==> src/hw/rtl/assert_macros.svh <==
// Assertion helpers shared by the RTL files.
`ifndef ASSERT_MACROS_SVH
`define ASSERT_MACROS_SVH

// Same-cycle implication, skipped while reset is high.
`define CHK_IMPLY(lbl, clk, rst, ante, cons) \
  lbl: assert property (@(posedge clk) disable iff (rst) (ante) |-> (cons)) \
    else $error("implication check failed");

// Next-cycle implication, skipped while reset is high.
`define CHK_NEXT(lbl, clk, rst, ante, cons) \
  lbl: assert property (@(posedge clk) disable iff (rst) (ante) |=> (cons)) \
    else $error("next-cycle check failed");

`endif

==> src/hw/rtl/gfli_pkg.sv <==
`default_nettype none

package gfli_pkg;

  // Defaults for the top-level parameters
  localparam int MAX_GAP_DEF  = 63;
  localparam int SAMPLE_W_DEF = 16;

  // Gap counter width, fixed by the pending gap state
  localparam int GAP_W = 6;

  // Source of an emitted result
  typedef enum logic [1:0] {
    SRC_FILL,
    SRC_COPY,
    SRC_HOLD,
    SRC_SAMPLE
  } src_t;

  // Controller to datapath commands
  typedef struct packed {
    logic load;        // capture the input transaction
    logic gap_step;    // missing sample: grow gap, count = new gap
    logic gap_load;    // good sample: count = pending gap
    logic div_start;   // start delta / (gap + 1)
    logic div_fix;     // turn divider result into floor step terms
    logic emit;        // load the output register
    src_t sel;         // what to emit
    logic ovf;         // overflow flag for held results
    logic last;        // last result of this input
    logic upd_prev;    // good sample becomes the last good value
    logic clr_gap;     // pending gap back to zero
    logic clr_series;  // series end: series state back to reset
  } cmd_t;

  // Datapath to controller status
  typedef struct packed {
    logic miss;        // captured sample is missing
    logic last_in;     // captured sample ends the series
    logic gap_full;    // gap + 1 reaches the maximum gap
    logic gap_zero;    // no pending gap
    logic have_prev;   // a good value exists in this series
    logic div_done;    // divider result valid this cycle
    logic cnt_one;     // one gap result left
    logic slot_free;   // output register can take a result
  } sts_t;

endpackage

`default_nettype wire

==> src/hw/rtl/gfli_div.sv <==
`default_nettype none

// Restoring unsigned divider, one quotient bit per cycle.
module gfli_div #(
  parameter int DVD_W = 16,
  parameter int DVS_W = 7
) (
  input  wire logic             clk,
  input  wire logic             rst,
  input  wire logic             start,
  input  wire logic [DVD_W-1:0] dividend,
  input  wire logic [DVS_W-1:0] divisor,
  output logic                  done,
  output logic      [DVD_W-1:0] quo,
  output logic      [DVS_W-1:0] rem
);

  localparam int CNT_W = $clog2(DVD_W + 1);

  logic             busy;
  logic [CNT_W-1:0] count;
  logic [DVS_W-1:0] dvs;
  logic [DVS_W:0]   partial;
  logic             fits;

  // Trial subtraction on the shifted remainder
  assign partial = {rem, quo[DVD_W-1]};
  assign fits    = partial >= {1'b0, dvs};

  // Control
  always_ff @(posedge clk) begin
    if (rst) begin
      busy  <= 1'b0;
      done  <= 1'b0;
      count <= '0;
    end else begin
      done <= 1'b0;
      if (start) begin
        busy  <= 1'b1;
        count <= CNT_W'(DVD_W);
      end else if (busy) begin
        count <= count - CNT_W'(1);
        if (count == CNT_W'(1)) begin
          busy <= 1'b0;
          done <= 1'b1;
        end
      end
    end
  end

  // Quotient and remainder shift registers
  always_ff @(posedge clk) begin
    if (start) begin
      quo <= dividend;
      rem <= '0;
      dvs <= divisor;
    end else if (busy) begin
      quo <= {quo[DVD_W-2:0], fits};
      rem <= fits ? DVS_W'(partial - {1'b0, dvs}) : partial[DVS_W-1:0];
    end
  end

endmodule

`default_nettype wire

==> src/hw/rtl/gfli_dp.sv <==
`default_nettype none

`include "assert_macros.svh"

module gfli_dp
  import gfli_pkg::*;
#(
  parameter int MAX_GAP      = MAX_GAP_DEF,
  parameter int SAMPLE_WIDTH = SAMPLE_W_DEF
) (
  input  wire logic                    clk,
  input  wire logic                    rst,
  input  wire cmd_t                    cmd,
  output sts_t                         sts,
  input  wire logic [SAMPLE_WIDTH-1:0] in_sample,
  input  wire logic                    in_missing,
  input  wire logic                    in_end,
  output logic                         out_valid,
  input  wire logic                    out_ready,
  output logic      [SAMPLE_WIDTH-1:0] out_value,
  output logic                         out_filled,
  output logic                         out_unfilled,
  output logic                         out_overflow,
  output logic                         out_last
);

  localparam int SW = SAMPLE_WIDTH;
  localparam int DW = GAP_W + 1;

  // Series state
  logic signed [SW-1:0]    prev_good;
  logic                    have_prev;
  logic        [GAP_W-1:0] pending_gap;

  // Captured input
  logic signed [SW-1:0] next_smp;
  logic                 in_miss_q;
  logic                 in_end_q;

  // Gap walk
  logic        [GAP_W-1:0] cnt;
  logic signed [SW:0]      qd;
  logic        [DW-1:0]    rd;
  logic signed [SW:0]      q;
  logic        [DW-1:0]    r;

  logic        [DW-1:0]    d;
  logic signed [SW:0]      delta;
  logic        [SW:0]      delta_mag;
  logic                    div_done;
  logic        [SW-1:0]    div_quo;
  logic        [DW-1:0]    div_rem;
  logic        [DW:0]      r_sum;
  logic                    r_wrap;
  logic        [DW-1:0]    r_new;
  logic signed [SW:0]      q_new;
  logic signed [SW:0]      q_trunc;
  logic                    slot_free;

  // Gap length plus one is the divisor
  assign d     = DW'(pending_gap) + DW'(1);
  assign delta = {next_smp[SW-1], next_smp} - {prev_good[SW-1], prev_good};
  assign delta_mag = delta[SW] ? -delta : delta;

  gfli_div #(
    .DVD_W(SW),
    .DVS_W(DW)
  ) u_div (
    .clk     (clk),
    .rst     (rst),
    .start   (cmd.div_start),
    .dividend(delta_mag[SW-1:0]),
    .divisor (d),
    .done    (div_done),
    .quo     (div_quo),
    .rem     (div_rem)
  );

  // Next interpolated point: floor quotient/remainder step, then truncate toward zero
  assign r_sum   = {1'b0, r} + {1'b0, rd};
  assign r_wrap  = r_sum >= {1'b0, d};
  assign r_new   = r_wrap ? DW'(r_sum - {1'b0, d}) : r_sum[DW-1:0];
  assign q_new   = q + qd + {{SW{1'b0}}, r_wrap};
  assign q_trunc = q_new + {{SW{1'b0}}, (q_new[SW] && (r_new != '0))};

  assign slot_free = !out_valid || out_ready;

  // Status
  always_comb begin
    sts           = '0;
    sts.miss      = in_miss_q;
    sts.last_in   = in_end_q;
    sts.gap_full  = d >= DW'(MAX_GAP);
    sts.gap_zero  = pending_gap == '0;
    sts.have_prev = have_prev;
    sts.div_done  = div_done;
    sts.cnt_one   = cnt == GAP_W'(1);
    sts.slot_free = slot_free;
  end

  // Series state registers
  always_ff @(posedge clk) begin
    if (rst) begin
      prev_good   <= '0;
      have_prev   <= 1'b0;
      pending_gap <= '0;
    end else if (cmd.clr_series) begin
      prev_good   <= '0;
      have_prev   <= 1'b0;
      pending_gap <= '0;
    end else if (cmd.upd_prev) begin
      prev_good   <= next_smp;
      have_prev   <= 1'b1;
      pending_gap <= '0;
    end else if (cmd.clr_gap) begin
      pending_gap <= '0;
    end else if (cmd.gap_step) begin
      pending_gap <= pending_gap + GAP_W'(1);
    end
  end

  // Input capture
  always_ff @(posedge clk) begin
    if (rst) begin
      in_miss_q <= 1'b0;
      in_end_q  <= 1'b0;
    end else if (cmd.load) begin
      in_miss_q <= in_missing;
      in_end_q  <= in_end;
    end
  end

  always_ff @(posedge clk) begin
    if (cmd.load) begin
      next_smp <= in_sample;
    end
  end

  // Remaining gap results
  always_ff @(posedge clk) begin
    if (rst) begin
      cnt <= '0;
    end else if (cmd.gap_step) begin
      cnt <= pending_gap + GAP_W'(1);
    end else if (cmd.gap_load) begin
      cnt <= pending_gap;
    end else if (cmd.emit && (cmd.sel != SRC_SAMPLE)) begin
      cnt <= cnt - GAP_W'(1);
    end
  end

  // Floor step terms and running quotient/remainder
  always_ff @(posedge clk) begin
    if (cmd.div_fix) begin
      if (!delta[SW]) begin
        qd <= {1'b0, div_quo};
        rd <= div_rem;
      end else if (div_rem != '0) begin
        qd <= ~{1'b0, div_quo};
        rd <= d - div_rem;
      end else begin
        qd <= -{1'b0, div_quo};
        rd <= '0;
      end
      q <= {prev_good[SW-1], prev_good};
      r <= '0;
    end else if (cmd.emit && (cmd.sel == SRC_FILL)) begin
      q <= q_new;
      r <= r_new;
    end
  end

  // Output register
  always_ff @(posedge clk) begin
    if (rst) begin
      out_valid <= 1'b0;
    end else if (cmd.emit) begin
      out_valid <= 1'b1;
    end else if (out_ready) begin
      out_valid <= 1'b0;
    end
  end

  always_ff @(posedge clk) begin
    if (cmd.emit) begin
      out_last     <= cmd.last;
      out_overflow <= 1'b0;
      out_unfilled <= 1'b0;
      case (cmd.sel)
        SRC_FILL: begin
          out_value  <= q_trunc[SW-1:0];
          out_filled <= 1'b1;
        end
        SRC_COPY: begin
          out_value  <= next_smp;
          out_filled <= 1'b1;
        end
        SRC_HOLD: begin
          out_value    <= have_prev ? prev_good : '0;
          out_filled   <= have_prev;
          out_unfilled <= !have_prev;
          out_overflow <= cmd.ovf;
        end
        SRC_SAMPLE: begin
          out_value  <= next_smp;
          out_filled <= 1'b0;
        end
        default: begin
          out_value  <= next_smp;
          out_filled <= 1'b0;
        end
      endcase
    end
  end

  `CHK_IMPLY(a_prev_zero_without_good, clk, rst, !have_prev, prev_good == '0)
  `CHK_IMPLY(a_gap_below_max, clk, rst, 1'b1, pending_gap <= GAP_W'(MAX_GAP))
  `CHK_NEXT(a_good_clears_gap, clk, rst, cmd.upd_prev && !cmd.clr_series, have_prev && (pending_gap == '0))

endmodule

`default_nettype wire

==> src/hw/rtl/gfli_ctrl.sv <==
`default_nettype none

`include "assert_macros.svh"

module gfli_ctrl
  import gfli_pkg::*;
(
  input  wire logic clk,
  input  wire logic rst,
  input  wire logic in_valid,
  output logic      in_ready,
  input  wire sts_t sts,
  output cmd_t      cmd
);

  typedef enum logic [2:0] {
    ST_IDLE,
    ST_DECIDE,
    ST_DIV,
    ST_FILL,
    ST_COPY,
    ST_HOLD,
    ST_SAMPLE
  } state_t;

  state_t state;
  state_t state_next;
  logic   ovf;

  assign in_ready = state == ST_IDLE;

  // Next state and commands
  always_comb begin
    state_next = state;
    cmd        = '0;
    cmd.sel    = SRC_SAMPLE;
    case (state)
      ST_IDLE: begin
        if (in_valid) begin
          cmd.load   = 1'b1;
          state_next = ST_DECIDE;
        end
      end
      ST_DECIDE: begin
        if (sts.miss) begin
          cmd.gap_step = 1'b1;
          state_next   = (sts.gap_full || sts.last_in) ? ST_HOLD : ST_IDLE;
        end else if (sts.gap_zero) begin
          // plain good sample, straight out when the slot is free
          if (sts.slot_free) begin
            cmd.emit       = 1'b1;
            cmd.sel        = SRC_SAMPLE;
            cmd.last       = 1'b1;
            cmd.upd_prev   = 1'b1;
            cmd.clr_series = sts.last_in;
            state_next     = ST_IDLE;
          end else begin
            state_next = ST_SAMPLE;
          end
        end else begin
          cmd.gap_load = 1'b1;
          if (sts.have_prev) begin
            cmd.div_start = 1'b1;
            state_next    = ST_DIV;
          end else begin
            state_next = ST_COPY;
          end
        end
      end
      ST_DIV: begin
        if (sts.div_done) begin
          cmd.div_fix = 1'b1;
          state_next  = ST_FILL;
        end
      end
      ST_FILL: begin
        if (sts.slot_free) begin
          cmd.emit = 1'b1;
          cmd.sel  = SRC_FILL;
          if (sts.cnt_one) begin
            state_next = ST_SAMPLE;
          end
        end
      end
      ST_COPY: begin
        if (sts.slot_free) begin
          cmd.emit = 1'b1;
          cmd.sel  = SRC_COPY;
          if (sts.cnt_one) begin
            state_next = ST_SAMPLE;
          end
        end
      end
      ST_HOLD: begin
        if (sts.slot_free) begin
          cmd.emit = 1'b1;
          cmd.sel  = SRC_HOLD;
          cmd.ovf  = ovf;
          cmd.last = sts.cnt_one;
          if (sts.cnt_one) begin
            cmd.clr_gap    = 1'b1;
            cmd.clr_series = sts.last_in;
            state_next     = ST_IDLE;
          end
        end
      end
      ST_SAMPLE: begin
        if (sts.slot_free) begin
          cmd.emit       = 1'b1;
          cmd.sel        = SRC_SAMPLE;
          cmd.last       = 1'b1;
          cmd.upd_prev   = 1'b1;
          cmd.clr_series = sts.last_in;
          state_next     = ST_IDLE;
        end
      end
      default: begin
        state_next = ST_IDLE;
      end
    endcase
  end

  // State and overflow flag for a held flush
  always_ff @(posedge clk) begin
    if (rst) begin
      state <= ST_IDLE;
      ovf   <= 1'b0;
    end else begin
      state <= state_next;
      if (state == ST_DECIDE) begin
        ovf <= sts.gap_full;
      end
    end
  end

  `CHK_IMPLY(a_emit_needs_slot, clk, rst, cmd.emit, sts.slot_free)
  `CHK_IMPLY(a_div_needs_prev, clk, rst, cmd.div_start, sts.have_prev && !sts.gap_zero)
  `CHK_NEXT(a_load_then_decide, clk, rst, cmd.load, state == ST_DECIDE)

endmodule

`default_nettype wire

==> src/hw/rtl/gap_fill_linear_interpolation_core.sv <==
`default_nettype none

// Channel   Dir  tdata                     tuser                              tlast
// s_axis    in   sample                    missing                            series_end
// m_axis    out  value                     was_filled, unfilled, overflow     last_of_run
//
// Good sample, no pending gap: accepted, then emitted as soon as the output slot is free.
// Missing sample that opens no flush: accepted and added to the pending gap, no result.
// Good sample after g missing: one divide of (next - prev) by g + 1 in the bit-serial divider,
// then one result per cycle while the output is free (copies, no divide, with no earlier value).
// Held or unfilled flush of g samples: g results. Output stalls hold the sequencer.
// rst is synchronous; the series state comes up empty.

module gap_fill_linear_interpolation_core
  import gfli_pkg::*;
#(
  parameter int MAX_GAP      = MAX_GAP_DEF,
  parameter int SAMPLE_WIDTH = SAMPLE_W_DEF,
  localparam int TDATA_W     = ((SAMPLE_WIDTH + 7) / 8) * 8
) (
  input  wire logic               clk,
  input  wire logic               rst,
  input  wire logic               s_axis_tvalid,
  output logic                    s_axis_tready,
  input  wire logic [TDATA_W-1:0] s_axis_tdata,   // [SAMPLE_WIDTH-1:0] sample
  input  wire logic               s_axis_tuser,   // missing
  input  wire logic               s_axis_tlast,   // series_end
  output logic                    m_axis_tvalid,
  input  wire logic               m_axis_tready,
  output logic      [TDATA_W-1:0] m_axis_tdata,   // [SAMPLE_WIDTH-1:0] value
  output logic      [2:0]         m_axis_tuser,   // was_filled, unfilled, overflow
  output logic                    m_axis_tlast    // last_of_run
);

  cmd_t                    cmd;
  sts_t                    sts;
  logic [SAMPLE_WIDTH-1:0] out_value;
  logic                    out_filled;
  logic                    out_unfilled;
  logic                    out_overflow;

  gfli_ctrl u_ctrl (
    .clk     (clk),
    .rst     (rst),
    .in_valid(s_axis_tvalid),
    .in_ready(s_axis_tready),
    .sts     (sts),
    .cmd     (cmd)
  );

  gfli_dp #(
    .MAX_GAP     (MAX_GAP),
    .SAMPLE_WIDTH(SAMPLE_WIDTH)
  ) u_dp (
    .clk         (clk),
    .rst         (rst),
    .cmd         (cmd),
    .sts         (sts),
    .in_sample   (s_axis_tdata[SAMPLE_WIDTH-1:0]),
    .in_missing  (s_axis_tuser),
    .in_end      (s_axis_tlast),
    .out_valid   (m_axis_tvalid),
    .out_ready   (m_axis_tready),
    .out_value   (out_value),
    .out_filled  (out_filled),
    .out_unfilled(out_unfilled),
    .out_overflow(out_overflow),
    .out_last    (m_axis_tlast)
  );

  // Pack result fields, zero pad to whole bytes
  assign m_axis_tdata = TDATA_W'(out_value);
  assign m_axis_tuser = {out_overflow, out_unfilled, out_filled};

endmodule

`default_nettype wire

==> config.mk <==
export PLATFORM = sky130hd
export DESIGN_NAME = gap_fill_linear_interpolation_core
export DESIGN_NICKNAME = d
export VERILOG_FILES = /design/src/hw/rtl/gfli_pkg.sv /design/src/hw/rtl/gfli_div.sv /design/src/hw/rtl/gfli_dp.sv /design/src/hw/rtl/gfli_ctrl.sv /design/src/hw/rtl/gap_fill_linear_interpolation_core.sv
export VERILOG_INCLUDE_DIRS = /design/src /design/src/hw/rtl
export SDC_FILE = /design/constraint.sdc
export NUM_CORES = 1
export LEC_CHECK = 0
export ABC_AREA = 1
export BUFFER_PORTS_ARGS = -buffer_cell sky130_fd_sc_hd__buf_2
export CAP_MARGIN = 20
export CORE_MARGIN = 2
export CORE_UTILIZATION = 57
export CTS_CLUSTER_DIAMETER = 150
export CTS_CLUSTER_SIZE = 14
export DETAILED_ROUTE_END_ITERATION = 7
export PLACE_DENSITY = 0.84
export SLEW_MARGIN = 40
export SYNTH_ARGS = -nofsm -noshare
export SYNTH_HDL_FRONTEND = slang
export SYNTH_SLANG_ARGS = --single-unit
==> constraint.sdc <==
create_clock -name clk -period 5.4 [get_ports clk]
set_clock_uncertainty 0.2 [all_clocks]
set_input_delay 0.81 -clock clk [delete_from_list [all_inputs] [get_ports clk]]
set_output_delay 0.81 -clock clk [all_outputs]
set_load 0.05 [all_outputs]
==> PnR_summary.wiki, run 1 <==
{| class="wikitable"
! Metric !! Value
|-
| Slack of the critical path || -0.722 ns
|-
| Category of the most critical setup path || reg2reg
|-
| Slowest stage cell on the critical path || edfxtp_1
|-
| Hold buffers post-CTS || 0
|-
| Routed wire length || roughly 31000 µm
|-
| Area growth from synthesis to layout || 19.9%
|-
| Die outline height || 141 µm
|-
| Area post-placement || 0.0114 mm²
|-
| Achievable clock frequency || 163 MHz
|-
| Vias in the first global route || about 10000
|-
| Final setup violation count || 16
|-
| Distinct cells, synth || 48
|-
| Initial antenna violation count || 0
|-
| Count of buffers inserted at the top-level ports || between 40 and 50
|-
| TritonCTS buffer count || 17
|-
| Clk slew on worst S/H paths || 0.07 ns
|-
| Cell taking the most area after synthesis || edfxtp_1
|-
| Reg-to-reg critical path endpoint || u_dp.out_value[11]$_DFFE_PP_
|-
| Gate Count Post-Synth || 1409
|-
| Number of diodes added for antenna fixing || 0
|-
| Max VDD drop || 0.369 mV
|-
| Tightest Pin Transition || 0.794 ns
|-
| H-Tree Level Count || 4
|-
| Portion of the clock cycle consumed by the worst path in the final layout || 113%
|-
| Die area || approximately 0.02 mm²
|-
| Post-DP HPWL || 21000 µm
|-
| Largest cells by area after synthesis || edfxtp_1 (28%), nand2_1 (14%), dfxtp_1 (11%)
|-
| Share of layout cells above drive strength 1 || 18.5%
|-
| 1st-pass router iterations || 6
|-
| Number of enable-type register cells in the synthesized netlist || 100
|-
| Cell Count Post-Placement || 1698
|-
| Required time of the critical path || 5.39 ns
|-
| Max-cap check violation count || 0
|-
| Post-layout total power || around 6.7 mW
|-
| Most common cell on crit path || nand2_2
|-
| Worst r2r src || u_dp.rd[0]$_DFFE_PP_
|-
| Slowest stage delay, CP || 0.43 ns
|-
| Most instantiated library cell after synthesis || nand2_1
|-
| Final net count || around 1600
|-
| First-pass GRT wire length || a little under 50000 µm
|-
| Worst Hold End || u_dp.u_div.count[1]$_SDFFE_PP0P_
|-
| Effective utilization at floorplan || about three fifths
|-
| Largest driver fanout on the critical path || 3
|-
| Number of fill cells || 1341
|-
| Kind of launch point of the worst setup path || flip-flop
|-
| Final count of hold timing violations || 0
|-
| Worst Hold Launch || u_dp.u_div.count[1]$_SDFFE_PP0P_
|-
| Number of pins exceeding their max-slew limit in the final report || 0
|-
| Post-route DRC violation count || 0
|-
| Post-DRT Antenna Nets || 0
|-
| Post-synth top area share || 28.2%
|-
| Average wire length per cell after detail routing || roughly 18 µm
|-
| Flop2flop setup slack || -0.72 ns
|-
| Cell depth of the worst min-delay path || 2
|-
| Top-Level Pins || between 40 and 50
|-
| Post-synthesis async set-or-reset flop share || 0%
|-
| Total of warnings raised by yosys || 0
|-
| Vias/cell || 5.86
|-
| HP Class || reg2reg
|-
| Aggregate negative setup slack || -8.47 ns
|-
| Syn Area/Cell || roughly 7.5 µm²
|-
| Setup repair after global routing missed its margin || true
|-
| Top cell types by occurrence after synthesis || nand2_1 (383), inv_1 (208), nor2_1 (109), edfxtp_1 (100), nand3_1 (87)
|-
| Clock latency at the later pin of the worst-skew pair || between 0.4 and 0.5 ns
|-
| CTS tree || built
|-
| Gr ovfl total || 0
|-
| Period minus WS final || 6.12 ns
|-
| Core ar. || around 0.018 mm²
|-
| Largest buffer count on any clock path || 2
|-
| Maximum number of pins on one net before global-route repair || 37
|-
| Drt first-iter violations || just over 1000
|-
| Width of the die || between 100 and 150 µm
|-
| Length in cells of the worst reg-to-reg path || 38
|-
| Cell area after layout || between 0.01 and 0.015 mm²
|-
| Placer congestion estimate || 0.974
|-
| Net count after synthesis || 1507
|-
| CTS sink cnt || between 150 and 200
|-
| Leakage dissipation || 5.78 nW
|-
| Run status || finished with violations
|-
| Master cell of the clock root buffer || clkbuf_16
|-
| Arrival time at the worst endpoint || between 6 and 7 ns
|-
| Cell area power density || 529 mW/mm²
|-
| Cell Count, Final, Fillers Out || 1781
|-
| Critical Path Source || u_dp.rd[0]$_DFFE_PP_
|-
| Number of flip-flops and latches in the synthesized netlist || 157
|-
| Failing checks || setup timing
|-
| Global-route usage over all layers || 31.3%
|-
| Relative slew slack || 47.0%
|-
| Proportion of synthesized chip area in sequential cells || 39.0%
|-
| Number of core rows || 49
|-
| Via count of the routed design || 10400
|-
| Netlist area before placement || between 0.01 and 0.015 mm²
|-
| Category of the worst setup path capture point || flip-flop
|-
| Ys flop type || edfxtp_1
|}
==> report_power, final <==
part,switching [mW],total [mW],internal [mW]
Combinational,2.38,3.64,1.27
Clock,0.497,1.32,0.818
Sequential,0.167,1.78,1.61
Total,3.04,6.74,3.70
==> worst max-delay path by stage <==
stage / to / slack, ns / cells after the start
floorplan: u_dp.out_value[12]$_DFFE_PP_ / 0.002 / 42
global placement: u_dp.out_value[10]$_DFFE_PP_ / -0.25 / 41
detailed placement: u_dp.out_value[10]$_DFFE_PP_ / -0.42 / 41
CTS: u_dp.out_value[10]$_DFFE_PP_ / -0.24 / 41
global route: u_dp.out_value[11]$_DFFE_PP_ / -1.00 / 38
finish: u_dp.out_value[11]$_DFFE_PP_ / -0.72 / 38
==> cells by family (layout without fill, tap and decap cells) <==
family,count (synthesis),after routing,synth area share (%)
XOR/XNOR,56,56,4.83
AO/OA/AOI/OAI,228,228,12.1
flip-flops,157,157,39.0
AND/OR/NAND/NOR,645,645,25.5
buffers and inverters,247,390,9.11
adder cells (fa/ha/maj),76,76,9.44
==> placed cells by master (no fill, tap or decap), types with 15 or more instances in the layout <==
master | synthesis | routed
xnor2_1 | 18 | 17
a22oi_1 | 17 | 17
xor2_1 | 35 | 33
buf_2 | 6 | 43
nor2_1 | 109 | 100
buf_4 | 5 | 89
inv_2 | 10 | 15
nand3_1 | 87 | 78
dfxtp_1 | 57 | 57
nand4_1 | 15 | 15
nand2_1 | 383 | 352
o21ai_0 | 84 | 80
clkbuf_16 | 0 | 17
inv_1 | 208 | 203
ha_1 | 69 | 61
nand2_2 | 5 | 31
edfxtp_1 | 100 | 100
a21oi_1 | 73 | 69
==> flip-flops by register name, indices dropped and copies added (netlist names), 3 cells and up <==
register	cells
u_dp.cnt	6
u_dp.qd	17
u_ctrl.state	3
u_dp.out_value	16
u_dp.r	7
u_dp.u_div.rem	7
u_dp.next_smp	16
u_dp.prev_good	16
u_dp.u_div.dvs	7
u_dp.pending_gap	6
u_dp.rd	7
u_dp.u_div.quo	16
u_dp.u_div.count	5
u_dp.q	17
==> routing by layer <==
| layer | track usage (%) | part of all wire, % | vias up |
|---|---|---|---|
| li1 | - | - | 4884 |
| met1 | 36.8 | 38 | 4860 |
| met2 | 54.2 | 48 | 542 |
| met3 | 5.88 | 8.3 | 158 |
| met4 | 16.8 | 5.7 | 0 |
| met5 | 0 | 0 | - |
==> cell type report <==
type | instances | area (µm²) | area share (%)
clock buffer | 20 | 437 | 3.43
clock inverter | 12 | 198 | 1.55
inverter | 221 | 830 | 6.51
multi-input combinational | 1005 | 5910 | 46.4
sequential | 157 | 4140 | 32.5
tap | 229 | 287 | 2.25
timing repair buffer | 137 | 940 | 7.37
==> per-stage QoR <==
step           hold WS, ns  setup WS, ns  util, %
4_1_cts              0.272        -0.239     68.9
6_report             0.268        -0.722     70.2
3_3_place_gp         0.251        -0.247     62.8
5_1_grt              0.294         -1.00     70.2
3_5_place_dp         0.263        -0.423     62.9
2_1_floorplan        0.241       0.00247        -
==> critical path, delay by kind of cell (launching register included) <==
| kind | cells | cell delay [ns] |
|---|---|---|
| fa+ha+maj | 6 | 1.99 |
| xor+xnor | 2 | 0.29 |
| compound gates | 3 | 0.33 |
| flops | 1 | 0.43 |
| simple gates | 25 | 2.46 |
| buf+inv | 2 | 0.14 |
==> what timing repair did <==
item | 4_1_cts | 5_1_grt
setup buffers | 43 | 11
cloned | 0 | 0
endpoints found under the setup margin | 12 | 20
pin swaps | 30 | 37
resized for setup | 37 | 42
Note: power is estimated with default switching activity, not from simulation.
==> run 2: changes to the inputs <==
Settings changed: ABC_AREA 1 to unset, PLACE_DENSITY 0.84 to 0.85.
==> run 2 against run 1 <==
  * The flow still finishes with violations (setup timing)
  * Non-clock buffer count grew 3
  * Combinational power shrank 57%
  * Wire length shrank 9.3%
  * Sequential cell count is the same
  * Die area shrank 2.5%
  * Clock power shrank 14%
  * Critical path depth shrank 7
  * Fmax shrank 5.6%
  * Synthesized cell count shrank 19%
  * Area after synthesis shrank 2.6%
  * Global-route usage shrank 2.9 points
==> PnR_summary.wiki, run 2 <==
{| class="wikitable"
! Metric !! Value
|-
| Vias/cell || 6.22
|-
| Via count of the routed design || 9251
|-
| Achievable clock frequency || roughly 150 MHz
|-
| Final setup violation count || 17
|-
| Max-cap check violation count || 0
|-
| Largest driver fanout on the critical path || 3
|-
| Combinational fraction of design power || 37.4%
|-
| Slowest stage cell on the critical path || or4_1
|-
| Clk slew on worst S/H paths || 0.07 ns
|-
| Internal cell power || 2.66 mW
|-
| Top-Level Pins || 44
|-
| Most common cell on crit path || a21oi_2
|-
| Largest buffer count on any clock path || 2
|-
| Failing checks || setup timing
|-
| TritonCTS buffer count || 17
|-
| Clock latency at the later pin of the worst-skew pair || 0.44 ns
|-
| Gate Count Post-Synth || 1139
|-
| Post-DRT Antenna Nets || 0
|-
| Kind of launch point of the worst setup path || flip-flop
|-
| Maximum number of pins on one net before global-route repair || 33
|-
| Number of enable-type register cells in the synthesized netlist || 100
|-
| Portion of total power attributed to the clock network || a little over a quarter
|-
| Initial antenna violation count || 0
|-
| Ys flop type || edfxtp_1
|-
| CTS tree || built
|-
| Number of flip-flops and latches in the synthesized netlist || 157
|-
| Largest registers in the final layout || u_dp.q x17, u_dp.qd x17
|-
| Count of buffers inserted at the top-level ports || 43
|-
| Die area || 0.0193 mm²
|-
| Switching part of the total power || 36.1%
|-
| Gr ovfl total || 0
|-
| Category of the most critical setup path || reg2reg
|-
| Area growth from synthesis to layout || 18.9%
|-
| Most instantiated library cell after synthesis || nor2_1
|-
| Largest cells by area after synthesis || edfxtp_1 (29%), dfxtp_1 (11%), ha_1 (8.3%)
|-
| Core Util, Final || 68.8%
|-
| Share of layout cells above drive strength 1 || a little under 20%
|-
| Proportion of synthesized chip area in sequential cells || 40.0%
|-
| Number of pins exceeding their max-slew limit in the final report || 0
|-
| Post-synthesis async set-or-reset flop share || 0%
|-
| Post-DP HPWL || 19600 µm
|-
| Hold buffers post-CTS || 0
|-
| Slack of the critical path || -1.09 ns
|-
| Flop pwr share || 35.5%
|-
| Syn Area/Cell || around 9.1 µm²
|-
| Final net count || 1344
|-
| Arrival time at the worst endpoint || 6.49 ns
|-
| Master cell of the clock root buffer || clkbuf_16
|-
| Distinct cells, synth || 75
|-
| Category of the worst setup path capture point || flip-flop
|-
| First-pass GRT wire length || 44000 µm
|-
| Slowest stage delay, CP || 0.42 ns
|-
| Placer congestion estimate || 0.935
|-
| Aggregate negative setup slack || -12.31 ns
|-
| Global-route usage over all layers || 28.4%
|-
| CTS sink cnt || 157
|-
| Routed wire length || about 28000 µm
|-
| Post-route DRC violation count || 0
|-
| Portion of the clock cycle consumed by the worst path in the final layout || 120%
|-
| Effective utilization at floorplan || 57.8%
|-
| Top cell types by occurrence after synthesis || nor2_1 (118), edfxtp_1 (100), nand2_1 (98), o21ai_0 (86), a21oi_1 (73)
|-
| Period minus WS final || roughly 6.5 ns
|-
| Number of diodes added for antenna fixing || 0
|-
| Average wire length per cell after detail routing || 19.1 µm
|-
| Post-synth top area share || between 20% and 30%
|-
| Vias in the first global route || 8597
|-
| Die outline height || 139 µm
|-
| Leading cell type in the layout, fill and taps excluded || nor2_1
|-
| H-Tree Level Count || 4
|-
| Commonest cells after routing, fill and taps aside || nor2_1 (113), edfxtp_1 (100), nand2_1 (95)
|-
| Net count after synthesis || roughly 1200
|-
| Tightest Pin Transition || 0.845 ns
|-
| Netlist area before placement || 0.0104 mm²
|-
| Max VDD drop || 0.253 mV
|-
| Cell taking the most area after synthesis || edfxtp_1
|-
| Core ar. || 0.0179 mm²
|-
| HP Class || reg2reg
|-
| Setup repair after global routing missed its margin || true
|-
| Width of the die || 139 µm
|-
| Cell area power density || 338 mW/mm²
|-
| Final count of hold timing violations || 0
|-
| NetSw || 1.50 mW
|-
| Required time of the critical path || 5.40 ns
|-
| Total of warnings raised by yosys || 0
|-
| Relative slew slack || around 43%
|-
| Run status || finished with violations
|-
| Leakage dissipation || 4.98 nW
|-
| Number of core rows || 49
|-
| Drt first-iter violations || 1068
|-
| 1st-pass router iterations || 5
|}
run 2: worst paths after layout:
kind         cells past startpoint  slack (ns)                   start                            to
min                              2        0.30  u_dp.r[3]$_SDFFE_PP0P_        u_dp.r[3]$_SDFFE_PP0P_
max                             31       -1.09    u_dp.rd[1]$_DFFE_PP_  u_dp.out_value[14]$_DFFE_PP_
min reg2reg                      2        0.30  u_dp.r[3]$_SDFFE_PP0P_        u_dp.r[3]$_SDFFE_PP0P_
max reg2reg                     31       -1.09    u_dp.rd[1]$_DFFE_PP_  u_dp.out_value[14]$_DFFE_PP_
run 2: routing by layer:
metal	routed length [µm]	global-route usage [%]	vias to the layer above
met4	828	10.0	0
li1	-	-	4305
met3	2640	5.87	72
met5	0	0	-
met1	12000	40.4	4402
met2	13000	43.3	472
run 2: repair_timing:
action                     CTS  global route
setup buffers               23             7
setup endpoints to repair   16            22
gates resized for setup     27            35
hold endpoints to repair     0             0
pin swaps                   42            16
run 2: power groups by stage:
stage	combinational, mW	sequential [mW]	clock, mW
final	1.56	1.48	1.13
after global routing	1.68	1.49	1.18
after CTS	1.45	1.47	1.13
after detailed placement	1.39	1.50	0
after global placement	1.35	1.49	0
after floorplan	0.978	1.53	0
run 2: logic make-up after synthesis:
family,after synthesis,synth area share (%)
flops,157,40.0
buf+inv,124,4.67
simple gates,378,17.4
xor+xnor,91,8.10
compound gates,291,18.0
mux,22,2.13
fa+ha+maj,76,9.69
run 2: through the flow:
step / setup WS (ns) / instances / area (µm²) / total power [mW] / hold slack, ns
3_3_place_gp: -0.842 / 1436 / 11300 / 2.84 / 0.263
4_1_cts: -0.893 / 1489 / 12100 / 4.06 / 0.293
3_5_place_dp: -1.09 / 1436 / 11300 / 2.88 / 0.284
2_1_floorplan: -0.699 / 1139 / 10400 / 2.51 / 0.251
6_report: -1.09 / 1488 / 12300 / 4.17 / 0.298
5_1_grt: -1.29 / 1488 / 12300 / 4.34 / 0.313
run 2: area by class of cell:
type                       count  area, µm²
multi-input combinational    858       6110
clock buffer                  22        444
timing repair buffer         140        962
sequential                   157       4140
tap                          229        287
clock inverter                10       92.6
inverter                      72        270
fill                        1286       5590
run 2: critical path: cells and delay by family (launching register included):
| family | cells | cell delay [ns] |
|---|---|---|
| xor gates and xnor gates | 2 | 0.29 |
| AOI/OAI and AO/OA | 14 | 2.07 |
| buffers and inverters | 1 | 0.07 |
| DFF | 1 | 0.41 |
| adders and majority gates | 6 | 1.74 |
| and+or+nand+nor | 8 | 1.45 |
==> run 3: changes to the inputs <==
Settings changed: RECOVER_POWER set to 100.
==> run 3 against run 2 <==
  * The run ends with DRC, capacitance limit, slew limit, setup timing left
  * Total power is 0.26% lower
  * Sequential power hardly changed
  * Cell area is 0.70% lower
  * Fmax up 0.40%
  * Combinational power hardly changed
  * Highest routed layer unchanged
==> PnR_summary.wiki, run 3 (same netlist as run 2, synthesis figures left out) <==
{| class="wikitable"
! Metric !! Value
|-
| Top-Level Pins || 44
|-
| Routed wire length || 28500 µm
|-
| Slowest stage cell on the critical path || or4_1
|-
| Largest buffer count on any clock path || 2
|-
| Area occupied by multi-input gates || 0.00610 mm²
|-
| H-Tree Level Count || 4
|-
| Setup repair after global routing missed its margin || true
|-
| Die area || 0.0193 mm²
|-
| Global routing met2 resource utilization || about 43%
|-
| Commonest cells after routing, fill and taps aside || nor2_1 (113), edfxtp_1 (100), nand2_1 (96)
|-
| Global-route usage over all layers || 28.4%
|-
| Width of the die || 139 µm
|-
| NetSw || 1.50 mW
|-
| Category of the worst setup path capture point || flip-flop
|-
| Count of buffers inserted at the top-level ports || 43
|-
| Category of the most critical setup path || reg2reg
|-
| TritonCTS buffer count || 17
|-
| Number of diodes added for antenna fixing || 0
|-
| Gr ovfl total || 0
|-
| Maximum number of pins on one net before global-route repair || 33
|-
| Effective utilization at floorplan || ~58%
|-
| Slack of the critical path || -1.06 ns
|-
| 1st-pass router iterations || 8
|-
| Slowest stage delay, CP || ~0.42 ns
|-
| CTS sink cnt || 157
|-
| Final setup violation count || 17
|-
| Leakage dissipation || 4.87 nW
|-
| Switching part of the total power || between 30% and 40%
|-
| Leading cell type in the layout, fill and taps excluded || nor2_1
|-
| Drt first-iter violations || 1010
|-
| Portion of the clock cycle consumed by the worst path in the final layout || 120%
|-
| Initial antenna violation count || 0
|-
| Via count of the routed design || 9245
|-
| Placer congestion estimate || 0.935
|-
| Average wire length per cell after detail routing || 19.2 µm
|-
| CTS tree || built
|-
| Post-route DRC violation count || 3
|-
| Tightest Pin Transition || 1.58 ns
|-
| Clock latency at the later pin of the worst-skew pair || 0.44 ns
|-
| Sequential cell area || 0.00414 mm²
|-
| Vias in the first global route || ~8600
|-
| Share of layout cells above drive strength 1 || between 15 and 20%
|-
| Required time of the critical path || 5.40 ns
|-
| Number of core rows || 49
|-
| Core ar. || 0.0179 mm²
|-
| Number of pins exceeding their max-slew limit in the final report || 19
|-
| Period minus WS final || 6.46 ns
|-
| Arrival time at the worst endpoint || 6.46 ns
|-
| Final count of hold timing violations || 0
|-
| Post-layout total power || 4.16 mW
|-
| Layer with the highest usage after global routing || met2
|-
| Internal cell power || between 2 and 3 mW
|-
| HP Class || reg2reg
|-
| Max VDD drop || 0.251 mV
|-
| Max-cap check violation count || 1
|-
| Achievable clock frequency || approximately 150 MHz
|-
| Combinational fraction of design power || between 30% and 40%
|-
| Largest driver fanout on the critical path || 3
|-
| Post-DP HPWL || between 15000 and 20000 µm
|-
| Vias/cell || 6.21
|-
| Flop pwr share || 35.6%
|-
| Kind of launch point of the worst setup path || flip-flop
|-
| Master cell of the clock root buffer || clkbuf_16
|-
| Area growth from synthesis to layout || 18.1%
|-
| Global Route met3 Usage || under 10%
|-
| Portion of total power attributed to the clock network || 27.1%
|-
| Post-DRT Antenna Nets || 0
|-
| Failing checks || DRC, capacitance limit, slew limit, setup timing
|-
| Relative slew slack || -5.59%
|-
| Die outline height || 139 µm
|-
| Cell area after layout || between 0.01 and 0.015 mm²
|-
| First-pass GRT wire length || 44000 µm
|-
| Number of fill cells || around 1300
|-
| Final net count || around 1300
|-
| Clk slew on worst S/H paths || 0.07 ns
|-
| Largest registers in the final layout || u_dp.q x17, u_dp.qd x17
|-
| Met1 GRT Util || 40.4%
|-
| Area post-placement || 0.0113 mm²
|-
| Cell area power density || 340 mW/mm²
|-
| Run status || finished with violations
|}
-- run 3: cell count changes in the layout (fill, tap and decap cells not counted) --
cell	previous run	this run
and2_2	1	0
and2_0	0	4
and2_1	4	1
ha_4	4	3
buf_4	92	80
buf_2	43	20
clkbuf_1	5	39
nand2_2	2	1
ha_1	65	66
nand2_1	95	96
clkbuf_4	0	1
-- run 3: final timing paths --
check	start	slack (ns)	depth (start not counted)	end
min	u_dp.r[3]$_SDFFE_PP0P_	0.30	2	u_dp.r[3]$_SDFFE_PP0P_
max reg2reg	u_dp.rd[0]$_DFFE_PP_	-1.06	30	u_dp.out_value[14]$_DFFE_PP_
max	u_dp.rd[0]$_DFFE_PP_	-1.06	30	u_dp.out_value[14]$_DFFE_PP_
min reg2reg	u_dp.r[3]$_SDFFE_PP0P_	0.30	2	u_dp.r[3]$_SDFFE_PP0P_
-- run 3: worst max-delay path: cells and delay by family, from the launching register on --
family / cells / cell delay, ns
xor+xnor: 2 / 0.25
compound gates: 13 / 2.04
buf+inv: 2 / 0.13
fa+ha+maj: 7 / 2.03
simple gates: 6 / 1.17
flops: 1 / 0.41
-- run 3: area by class of cell --
cell class                 instances  share of cell area, %
clock buffer                      22                   3.63
clock inverter                    10                  0.757
inverter                          72                   2.21
multi-input combinational        858                   49.9
sequential                       157                   33.9
tap                              229                   2.34
timing repair buffer             140                   7.30
-- run 3: repair_timing --
action,4_1_cts,5_1_grt
pin swaps,42,16
hold buffers,0,0
resized for setup,27,35
setup buffers,23,7
setup endpoints to repair,16,22
cloned,0,0
-- run 3: metal layers --
layer,share of wire [%],wire length [µm],up-vias
met2,45,13000,493
met4,2.8,803,0
met5,0,0,-
met3,9.0,2570,70
li1,-,-,4304
met1,43,12200,4378
-- run 3: power groups by stage --
| stage | combinational (mW) | sequential, mW | clock [mW] |
|---|---|---|---|
| 2_1_floorplan | 0.978 | 1.53 | 0 |
| 3_3_place_gp | 1.35 | 1.49 | 0 |
| 3_5_place_dp | 1.39 | 1.50 | 0 |
| 4_1_cts | 1.45 | 1.47 | 1.13 |
| 5_1_grt | 1.67 | 1.49 | 1.18 |
| 6_report | 1.55 | 1.48 | 1.13 |
-- run 3: metrics by stage --
step	setup WS, ns	hold slack, ns	TNS [ns]	util (%)	instances
finish	-1.06	0.298	-11.85	68.3	1488
global route	-1.29	0.313	-15.60	68.3	1488
CTS	-0.893	0.293	-9.47	67.9	1489
detailed placement	-1.09	0.284	-12.58	63.3	1436
global placement	-0.842	0.263	-8.46	63.3	1436
floorplan	-0.699	0.251	-5.07	-	1139
